<file path="src/rtl/core/rvt_pkg.sv">
`timescale 1ns / 1ps
// ----------------------------------------------------------------------------
// rvt_pkg
// shared types and constants of the ray voxel traversal block
// ----------------------------------------------------------------------------
package rvt_pkg;

    localparam int FIELD_W  = 16;
    localparam int IN_W     = 6 * FIELD_W;
    localparam int OUT_W    = 4 * FIELD_W;
    localparam int USER_W   = 2;
    localparam int CFG_IDX_W = 2;
    // coordinates and their differences, wide enough for any input pattern
    localparam int EXT_W    = FIELD_W + 2;
    localparam int ABS_W    = FIELD_W + 1;

    localparam logic [CFG_IDX_W-1:0] REG_FREE_INC = 2'd0;
    localparam logic [CFG_IDX_W-1:0] REG_OCC_INC  = 2'd1;

    localparam logic [FIELD_W-1:0] FREE_INC_RESET = 16'hFF27;
    localparam logic [FIELD_W-1:0] OCC_INC_RESET  = 16'h0232;

    typedef enum logic [3:0] {
        ST_IDLE = 4'b0001,
        ST_DIFF = 4'b0010,
        ST_AXIS = 4'b0100,
        ST_RUN  = 4'b1000
    } state_t;

    typedef struct packed {
        logic load_in;
        logic calc_diff;
        logic calc_axis;
        logic emit_step;
        logic emit_end;
        logic emit_long;
    } cmd_t;

    typedef struct packed {
        logic out_free;
        logic too_long;
        logic at_end;
    } sts_t;

endpackage

</file>
<file path="src/rtl/core/rvt_ctrl.sv">
`timescale 1ns / 1ps
// ----------------------------------------------------------------------------
// rvt_ctrl
// sequencer: request capture, setup steps and one result per free output slot
// ----------------------------------------------------------------------------
module rvt_ctrl
(
    input  logic          clk,
    input  logic          rst_n,
    input  logic          in_valid,
    output logic          in_ready,
    input  rvt_pkg::sts_t sts,
    output rvt_pkg::cmd_t cmd
);

    rvt_pkg::state_t state_reg;
    rvt_pkg::state_t state_next;

    always_ff @(posedge clk or negedge rst_n)
    begin
        if (!rst_n)
        begin
            state_reg <= rvt_pkg::ST_IDLE;
        end
        else
        begin
            state_reg <= state_next;
        end
    end

    assign in_ready = (state_reg == rvt_pkg::ST_IDLE);

    always_comb
    begin
        state_next = state_reg;
        cmd        = '0;
        case (state_reg)
            rvt_pkg::ST_IDLE:
            begin
                if (in_valid)
                begin
                    cmd.load_in = 1'b1;
                    state_next  = rvt_pkg::ST_DIFF;
                end
            end
            rvt_pkg::ST_DIFF:
            begin
                cmd.calc_diff = 1'b1;
                state_next    = rvt_pkg::ST_AXIS;
            end
            rvt_pkg::ST_AXIS:
            begin
                cmd.calc_axis = 1'b1;
                state_next    = rvt_pkg::ST_RUN;
            end
            rvt_pkg::ST_RUN:
            begin
                if (sts.out_free)
                begin
                    if (sts.too_long)
                    begin
                        cmd.emit_long = 1'b1;
                        state_next    = rvt_pkg::ST_IDLE;
                    end
                    else if (sts.at_end)
                    begin
                        cmd.emit_end = 1'b1;
                        state_next   = rvt_pkg::ST_IDLE;
                    end
                    else
                    begin
                        cmd.emit_step = 1'b1;
                    end
                end
            end
            default:
            begin
                state_next = rvt_pkg::ST_IDLE;
            end
        endcase
    end

endmodule

</file>
<file path="src/rtl/core/rvt_dp.sv">
`timescale 1ns / 1ps
// ----------------------------------------------------------------------------
// rvt_dp
// datapath: config registers, axis selection, error terms, voxel stepping and output register
// ----------------------------------------------------------------------------
module rvt_dp
#(
    parameter int MAX_SPAN   = 63,
    parameter int COORD_BITS = 16
)
(
    input  logic                              clk,
    input  logic                              rst_n,
    input  rvt_pkg::cmd_t                     cmd,
    output rvt_pkg::sts_t                     sts,
    input  logic [rvt_pkg::IN_W-1:0]          in_data,
    input  logic                              cfg_write,
    input  logic [rvt_pkg::CFG_IDX_W-1:0]     cfg_index,
    input  logic [rvt_pkg::FIELD_W-1:0]       cfg_data,
    output logic                              out_valid,
    input  logic                              out_ready,
    output logic [rvt_pkg::OUT_W-1:0]         out_data,
    output logic                              out_last,
    output logic [rvt_pkg::USER_W-1:0]        out_user
);

    localparam int CNT_W    = (MAX_SPAN < 2) ? 1 : $clog2(MAX_SPAN + 1);
    localparam int PW       = CNT_W + 3;
    localparam bit SIGN_EN  = (COORD_BITS <= rvt_pkg::FIELD_W);
    localparam int SIGN_POS = SIGN_EN ? COORD_BITS - 1 : rvt_pkg::FIELD_W - 1;
    localparam int FW       = rvt_pkg::FIELD_W;
    localparam int EW       = rvt_pkg::EXT_W;
    localparam int AW       = rvt_pkg::ABS_W;

    function automatic logic [EW-1:0] ext(input logic [FW-1:0] v);
        logic [EW-1:0] r;
        for (int i = 0; i < FW; i++)
        begin
            if (i < COORD_BITS)
                r[i] = v[i];
            else
                r[i] = v[SIGN_POS];
        end
        for (int i = FW; i < EW; i++)
        begin
            r[i] = SIGN_EN ? v[SIGN_POS] : 1'b0;
        end
        return r;
    endfunction

    logic [FW-1:0]        free_inc_reg;
    logic [FW-1:0]        occ_inc_reg;
    logic [EW-1:0]        start_reg [3];
    logic [EW-1:0]        end_reg   [3];
    logic [FW-1:0]        cur_reg   [3];
    logic [AW-1:0]        abs_reg   [3];
    logic                 neg_reg   [3];
    logic signed [PW-1:0] err_reg   [3];
    logic [2:0]           lead_reg;
    logic [CNT_W-1:0]     span_reg;
    logic [CNT_W-1:0]     cnt_reg;
    logic                 long_reg;

    logic                 out_valid_reg;
    logic [rvt_pkg::OUT_W-1:0]  out_data_reg;
    logic                 out_last_reg;
    logic [rvt_pkg::USER_W-1:0] out_user_reg;

    logic [EW-1:0]        diff      [3];
    logic                 lead_x;
    logic                 lead_y;
    logic [AW-1:0]        span_full;
    logic [PW-1:0]        span2;
    logic                 load_out;

    always_comb
    begin
        for (int i = 0; i < 3; i++)
        begin
            diff[i] = end_reg[i] - start_reg[i];
        end
    end

    assign lead_x = (abs_reg[0] >= abs_reg[1]) && (abs_reg[0] > abs_reg[2]);
    assign lead_y = !lead_x && (abs_reg[1] >= abs_reg[0]) && (abs_reg[1] > abs_reg[2]);
    assign span_full = lead_x ? abs_reg[0] : (lead_y ? abs_reg[1] : abs_reg[2]);
    assign span2 = PW'(span_reg) << 1;
    assign load_out = cmd.emit_step || cmd.emit_end || cmd.emit_long;

    // config registers
    always_ff @(posedge clk or negedge rst_n)
    begin
        if (!rst_n)
        begin
            free_inc_reg <= rvt_pkg::FREE_INC_RESET;
            occ_inc_reg  <= rvt_pkg::OCC_INC_RESET;
        end
        else if (cfg_write)
        begin
            if (cfg_index == rvt_pkg::REG_FREE_INC)
                free_inc_reg <= cfg_data;
            else if (cfg_index == rvt_pkg::REG_OCC_INC)
                occ_inc_reg <= cfg_data;
        end
    end

    // walk state
    always_ff @(posedge clk)
    begin
        for (int i = 0; i < 3; i++)
        begin
            if (cmd.load_in)
            begin
                start_reg[i] <= ext(in_data[i*FW +: FW]);
                end_reg[i]   <= ext(in_data[(i+3)*FW +: FW]);
                cur_reg[i]   <= FW'(ext(in_data[i*FW +: FW]));
            end
            if (cmd.calc_diff)
            begin
                neg_reg[i] <= !(!diff[i][EW-1] && (diff[i] != '0));
                if (!diff[i][EW-1] && (diff[i] != '0))
                    abs_reg[i] <= diff[i][AW-1:0];
                else
                    abs_reg[i] <= AW'(EW'(0) - diff[i]);
            end
            if (cmd.calc_axis)
            begin
                err_reg[i] <= $signed((PW'(abs_reg[i][CNT_W-1:0]) << 1)
                                      - PW'(span_full[CNT_W-1:0]));
            end
            if (cmd.emit_step)
            begin
                if (lead_reg[i])
                begin
                    cur_reg[i] <= cur_reg[i] + (neg_reg[i] ? {FW{1'b1}} : FW'(1));
                end
                else if (err_reg[i] >= 0)
                begin
                    cur_reg[i] <= cur_reg[i] + (neg_reg[i] ? {FW{1'b1}} : FW'(1));
                    err_reg[i] <= $signed(PW'(err_reg[i]) - span2
                                          + (PW'(abs_reg[i][CNT_W-1:0]) << 1));
                end
                else
                begin
                    err_reg[i] <= $signed(PW'(err_reg[i])
                                          + (PW'(abs_reg[i][CNT_W-1:0]) << 1));
                end
            end
        end
        if (cmd.calc_axis)
        begin
            lead_reg <= {!lead_x && !lead_y, lead_y, lead_x};
            span_reg <= span_full[CNT_W-1:0];
            long_reg <= (span_full > AW'(MAX_SPAN));
            cnt_reg  <= '0;
        end
        else if (cmd.emit_step)
        begin
            cnt_reg <= cnt_reg + CNT_W'(1);
        end
    end

    assign sts.out_free = !out_valid_reg || out_ready;
    assign sts.too_long = long_reg;
    assign sts.at_end   = (cnt_reg == span_reg);

    // output register
    always_ff @(posedge clk or negedge rst_n)
    begin
        if (!rst_n)
        begin
            out_valid_reg <= 1'b0;
        end
        else if (load_out)
        begin
            out_valid_reg <= 1'b1;
        end
        else if (out_ready)
        begin
            out_valid_reg <= 1'b0;
        end
    end

    always_ff @(posedge clk)
    begin
        if (cmd.emit_step)
        begin
            out_data_reg <= {free_inc_reg, cur_reg[2], cur_reg[1], cur_reg[0]};
            out_last_reg <= 1'b0;
            out_user_reg <= 2'b00;
        end
        else if (cmd.emit_end)
        begin
            out_data_reg <= {occ_inc_reg, end_reg[2][FW-1:0], end_reg[1][FW-1:0],
                             end_reg[0][FW-1:0]};
            out_last_reg <= 1'b1;
            out_user_reg <= 2'b01;
        end
        else if (cmd.emit_long)
        begin
            out_data_reg <= '0;
            out_last_reg <= 1'b1;
            out_user_reg <= 2'b10;
        end
    end

    assign out_valid = out_valid_reg;
    assign out_data  = out_data_reg;
    assign out_last  = out_last_reg;
    assign out_user  = out_user_reg;

endmodule

</file>
<file path="src/rtl/core/ray_voxel_traversal.sv">
`timescale 1ns / 1ps
// ----------------------------------------------------------------------------
// ray_voxel_traversal
// 3d bresenham walk of one ray, one voxel update per cycle while the output is taken
// the request is captured, the differences and then the lead axis and error terms are registered
// a ray gives span + 1 results, one per cycle while the output is taken
// a new ray is taken only after the last result of the previous one, following the setup steps and the walk
// an overlong ray gives one flagged result
// reset: asynchronous, increments return to -217 and 562, output empties
// ----------------------------------------------------------------------------
module ray_voxel_traversal
#(
    parameter int MAX_SPAN   = 63,
    parameter int COORD_BITS = 16
)
(
    input  logic                          clk,
    input  logic                          rst_n,
    input  logic                          s_tvalid,
    output logic                          s_tready,
    // start_x, start_y, start_z, end_x, end_y, end_z
    input  logic [rvt_pkg::IN_W-1:0]      s_tdata,
    output logic                          m_tvalid,
    input  logic                          m_tready,
    // voxel_x, voxel_y, voxel_z, increment
    output logic [rvt_pkg::OUT_W-1:0]     m_tdata,
    output logic                          m_tlast,
    // is_hit, too_long
    output logic [rvt_pkg::USER_W-1:0]    m_tuser,
    input  logic                          cfg_valid,
    output logic                          cfg_ready,
    input  logic [rvt_pkg::CFG_IDX_W-1:0] cfg_index,
    input  logic [rvt_pkg::FIELD_W-1:0]   cfg_data
);

    rvt_pkg::cmd_t cmd;
    rvt_pkg::sts_t sts;

    assign cfg_ready = 1'b1;

    rvt_ctrl u_ctrl
    (
        .clk      (clk),
        .rst_n    (rst_n),
        .in_valid (s_tvalid),
        .in_ready (s_tready),
        .sts      (sts),
        .cmd      (cmd)
    );

    rvt_dp
    #(
        .MAX_SPAN   (MAX_SPAN),
        .COORD_BITS (COORD_BITS)
    )
    u_dp
    (
        .clk       (clk),
        .rst_n     (rst_n),
        .cmd       (cmd),
        .sts       (sts),
        .in_data   (s_tdata),
        .cfg_write (cfg_valid && cfg_ready),
        .cfg_index (cfg_index),
        .cfg_data  (cfg_data),
        .out_valid (m_tvalid),
        .out_ready (m_tready),
        .out_data  (m_tdata),
        .out_last  (m_tlast),
        .out_user  (m_tuser)
    );

endmodule

</file>
<file path="config.mk">
export PLATFORM = sky130hd
export DESIGN_NAME = ray_voxel_traversal
export DESIGN_NICKNAME = d
export VERILOG_FILES = /design/src/rtl/core/rvt_pkg.sv /design/src/rtl/core/rvt_ctrl.sv /design/src/rtl/core/rvt_dp.sv /design/src/rtl/core/ray_voxel_traversal.sv
export SDC_FILE = /design/constraint.sdc
export NUM_CORES = 1
export LEC_CHECK = 0
export BUFFER_PORTS_ARGS = -buffer_cell sky130_fd_sc_hd__buf_2
export CAP_MARGIN = 20
export CORE_MARGIN = 10
export CORE_UTILIZATION = 61
export CTS_BUF_LIST = sky130_fd_sc_hd__clkbuf_4
export DETAILED_ROUTE_END_ITERATION = 6
export GPL_TIMING_DRIVEN = 0
export PLACE_DENSITY = 0.89
export SETUP_SLACK_MARGIN = 0.05
export SLEW_MARGIN = 20
export SYNTH_ARGS = -nofsm -noshare
export SYNTH_HDL_FRONTEND = slang
export SYNTH_SLANG_ARGS = --single-unit
export TNS_END_PERCENT = 50
</file>
<file path="constraint.sdc">
create_clock -name clk -period 9.17 [get_ports clk]
set_input_delay 0.4585 -clock clk [delete_from_list [all_inputs] [get_ports clk]]
set_output_delay 0.4585 -clock clk [all_outputs]
set_load 0.05 [all_outputs]
</file>
==> impl_results.md <==
* Status: complete, but fails checks
* Failing checks: DRC
* VDD IR-drop max at 0.170 mV
* Fmax at 154 MHz
* Reg2Reg Setup Slack at 2.66 ns
* Core ar. at 35700 um2
* Global Route Usage Sum at 28.6%
* Routed wire length at 64400 um
* Critical Path Start Type: register
* Ports at 189
* Final setup TNS at 0 ns
* Largest register FFs at 64
* Delay-heaviest family, CP: compound AO/OA/AOI/OAI gates
* Critical Path AT at 7.21 ns
* Worst Path Buf+Inv at 4
* Met1 Use GR at 32.3%
* Unrepaired setup endpoints after global routing: no
* Layout area overhead at 18.0%
* Vias/cell at 6.16
* Final global-route overflow total at 0
* Pwr dens at 261 nW/um2
* Synth warn at 0
* Synth area leaders: edfxtp_1 (40%), ha_1 (11%), nand2_1 (4.8%)
* Hold_sp: cfg_index[1]
* Synthesized instance count at 2178
* Net count after synthesis at 2526
* Clock transition at path regs at 0.08 ns
* Clock root buffer: clkbuf_4
* Busiest grt layer: met2
* Hold path cells at 3
* Hold Path End: u_dp.free_inc_reg[15]
* Syn_area_per_cell at 10.2 um2
* Initial Utilization at 62.1%
* Critical register-to-register path startpoint: u_dp.abs_reg[2][1]
* CTS sink cnt at 342
* Ys flop type: edfxtp_1
* Post-synthesis cell area at 22200 um2
* Worst path cell trace: inv_1 > ha_1 > and4_1 > a221o_1 > o21ai_0 > nand2_1 > o21ai_0 > o211ai_1 > clkbuf_1 > nor2_1 > a21oi_1 > o21ai_0 > inv_1 > ha_1 > inv_1 > a2111oi_0 > o31a_1 > a311o_1 > a2111oi_0 > a21o_1
* Routed len/inst at 20.7 um
* Least-Margin Pin Slew at 1.12 ns
* Largest net degree at the start of global routing at 69
* Number of remaining DRC errors at 2
* Die footprint at 44400 um2
* Register area share after synthesis at 45.2%
* IO Port Bufs at 187
* Final Cycle Share at 71.0%
* Worst EP required at 9.86 ns
* Detail Route Antenna Nets at 0
* GR Util met2 at 48.5%
* Max-slew headroom at 24.3%
* CP Max Fanout at 10
* Tmin final at 6.51 ns
* WS Path Type: register to register
* Worst path slowest cell: o21ai_0
* DRT Pass-1 Iters at 7
* Row cnt at 69
* Leakage at 11.6 nW
* Met3 global-route usage at 6.63%
* Flop and latch count out of synthesis at 342
* Path depth of the worst reg2reg path at 20
* Clock Latency Late Sink at 0.83 ns
* Max incr delay on CP at 0.75 ns
* Die span in y at 211 um
* CTS Buf Count at 89
* Vias in the first global route at 19845
* Ys async rst share at 10.8%
* Fin nets at 2922
* Final WS setup at 2.66 ns
* Initial DRC count at 1694
* Post-DP HPWL at 42900 um
* Final hold vios at 0
* Max-cap viol count at 0
* Final setup viols at 0
* Clock Tree Buf Depth at 3
* FILL cells at 2327
* Worst r2r dst: u_dp.err_reg[2][8]
* Hold Crit Class: input pin to register
* Post-synthesis cell type count at 81
* Synth area leader: edfxtp_1
* First-pass GRT wire length at 102000 um
* Htree depth at 3
* Via count at 19156
* CTS tree: done
* Layout cells sized above 1 at 15.8%
* Top cell type's share of synthesized area at 40.1%
* GP Congestion at 0.978
* Kind of end point of the critical path: register
* Clock skew at 0.0410 ns
* Pre-CTS setup slack at 2.77 ns
* EDFF count, synth at 296
* Slew Limit Fails at 0
* Initial antenna violation count at 1
* Die width at 211 um
[report_power, final]
| part | switching [mW] | leakage [nW] | internal, mW | total, mW |
|---|---|---|---|---|
| Sequential | 0.205 | 3.38 | 2.12 | 2.32 |
| Clock | 0.714 | 0.732 | 0.791 | 1.50 |
| Combinational | 1.78 | 7.46 | 1.22 | 3.00 |
| Total | 2.70 | 11.6 | 4.13 | 6.82 |
[worst max-delay path by stage]
stage / cells after the start / to / from / slack (ns)
after detailed placement: 20 / u_dp.err_reg[2][8] / u_dp.abs_reg[2][1] / 2.77
after global placement: 20 / u_dp.err_reg[2][7] / u_dp.abs_reg[2][1] / 2.87
after global routing: 20 / u_dp.err_reg[2][7] / u_dp.abs_reg[2][1] / 2.18
after floorplan: 20 / u_dp.err_reg[2][7] / u_dp.abs_reg[2][1] / 4.04
after CTS: 20 / u_dp.err_reg[2][8] / u_dp.abs_reg[2][1] / 2.75
final: 20 / u_dp.err_reg[2][8] / u_dp.abs_reg[2][1] / 2.66
[routing by layer]
layer | share of wire, % | vias up | wire length [um]
met2 | 49 | 1104 | 31400
met4 | 6.1 | 0 | 3910
met1 | 37 | 9109 | 23600
met3 | 8.5 | 313 | 5500
li1 | - | 8630 | -
met5 | 0 | - | 0
[cell usage in the layout (no fill, tap or decap), drive strengths merged, types with 7 or more instances in the layout]
cell         netlist  final
or2                7      7
nor3              35     35
o31ai             19     19
nand2            284    284
nand2b            25     25
nor2              98     98
mux2              35     35
o211ai            21     21
a21oi            163    163
a211oi            15     15
a21o              52     52
dlygate4sd3        0    114
nor4              13     13
nor2b             28     28
xor2              52     52
inv              225    226
dfstp             17     17
xnor2            116    116
nand4             11     11
and3               9      9
clkinv             0     25
o41ai             10     10
mux2i              8      8
o21a              22     22
a31oi              7      7
a21boi            10     10
dfrtp             20     20
fa                33     33
buf               11    202
and4               7      7
ha               196    196
o21bai            14     14
nand3             36     36
dfxtp              9      9
o21ai            139    139
edfxtp           296    296
or3               16     16
clkbuf            44    179
[cell usage after synthesis, drive strengths merged, types with 14 or more instances]
library cell  count
a211oi           15
a21o             52
a21oi           163
clkbuf           44
dfrtp            20
dfstp            17
edfxtp          296
fa               33
ha              196
inv             225
mux2             35
nand2           284
nand2b           25
nand3            36
nor2             98
nor2b            28
nor3             35
o211ai           21
o21a             22
o21ai           139
o21bai           14
o31ai            19
or3              16
xnor2           116
xor2             52
[per-stage QoR]
stage | hold slack (ns) | util (%) | cell area, um2 | total power, mW | instances
6_report | 0.174 | 73.2 | 26200 | 6.82 | 3111
5_1_grt | 0.143 | 73.2 | 26200 | 7.23 | 3110
4_1_cts | 0.129 | 73.2 | 26200 | 6.68 | 3109
3_5_place_dp | 0.444 | 66.5 | 23800 | 5.16 | 2830
3_3_place_gp | 0.433 | 66.3 | 23700 | 5.00 | 2826
2_1_floorplan | 0.163 | - | 22200 | 4.48 | 2178
[logic make-up (layout without fill, tap and decap cells)]
group	Yosys count	after routing	share of synthesized area, %
xor gates and xnor gates	168	168	6.63
other	1	3	0.0169
adders and majority gates	229	229	14.0
DFF	342	342	45.2
buffers and inverters	280	750	4.82
AOI/OAI and AO/OA	529	529	15.1
and+or+nand+nor	586	586	12.1
muxes	43	43	2.14
[cell type report]
cell class	instances	area (um2)	area share (%)
clock buffer	135	1010	3.87
sequential	342	10000	38.3
clock inverter	30	243	0.927
buffer	55	229	0.875
tap	461	577	2.20
multi-input combinational	1556	11100	42.4
antenna	2	5.00	0.0191
inverter	225	852	3.26
timing repair buffer	305	2140	8.17
[tightest hold or removal path, cell delays in order]
cell and delay [ns]:
buf_2 0.09, nor3b_1 0.14, mux2_2 0.27
[timing repair]
item	CTS	global route
gates resized for setup	0	0
endpoints found under the hold margin	193	0
hold buffers	114	0
setup buffers	0	0
No activity file was read; power rests on OpenSTA's default activity.
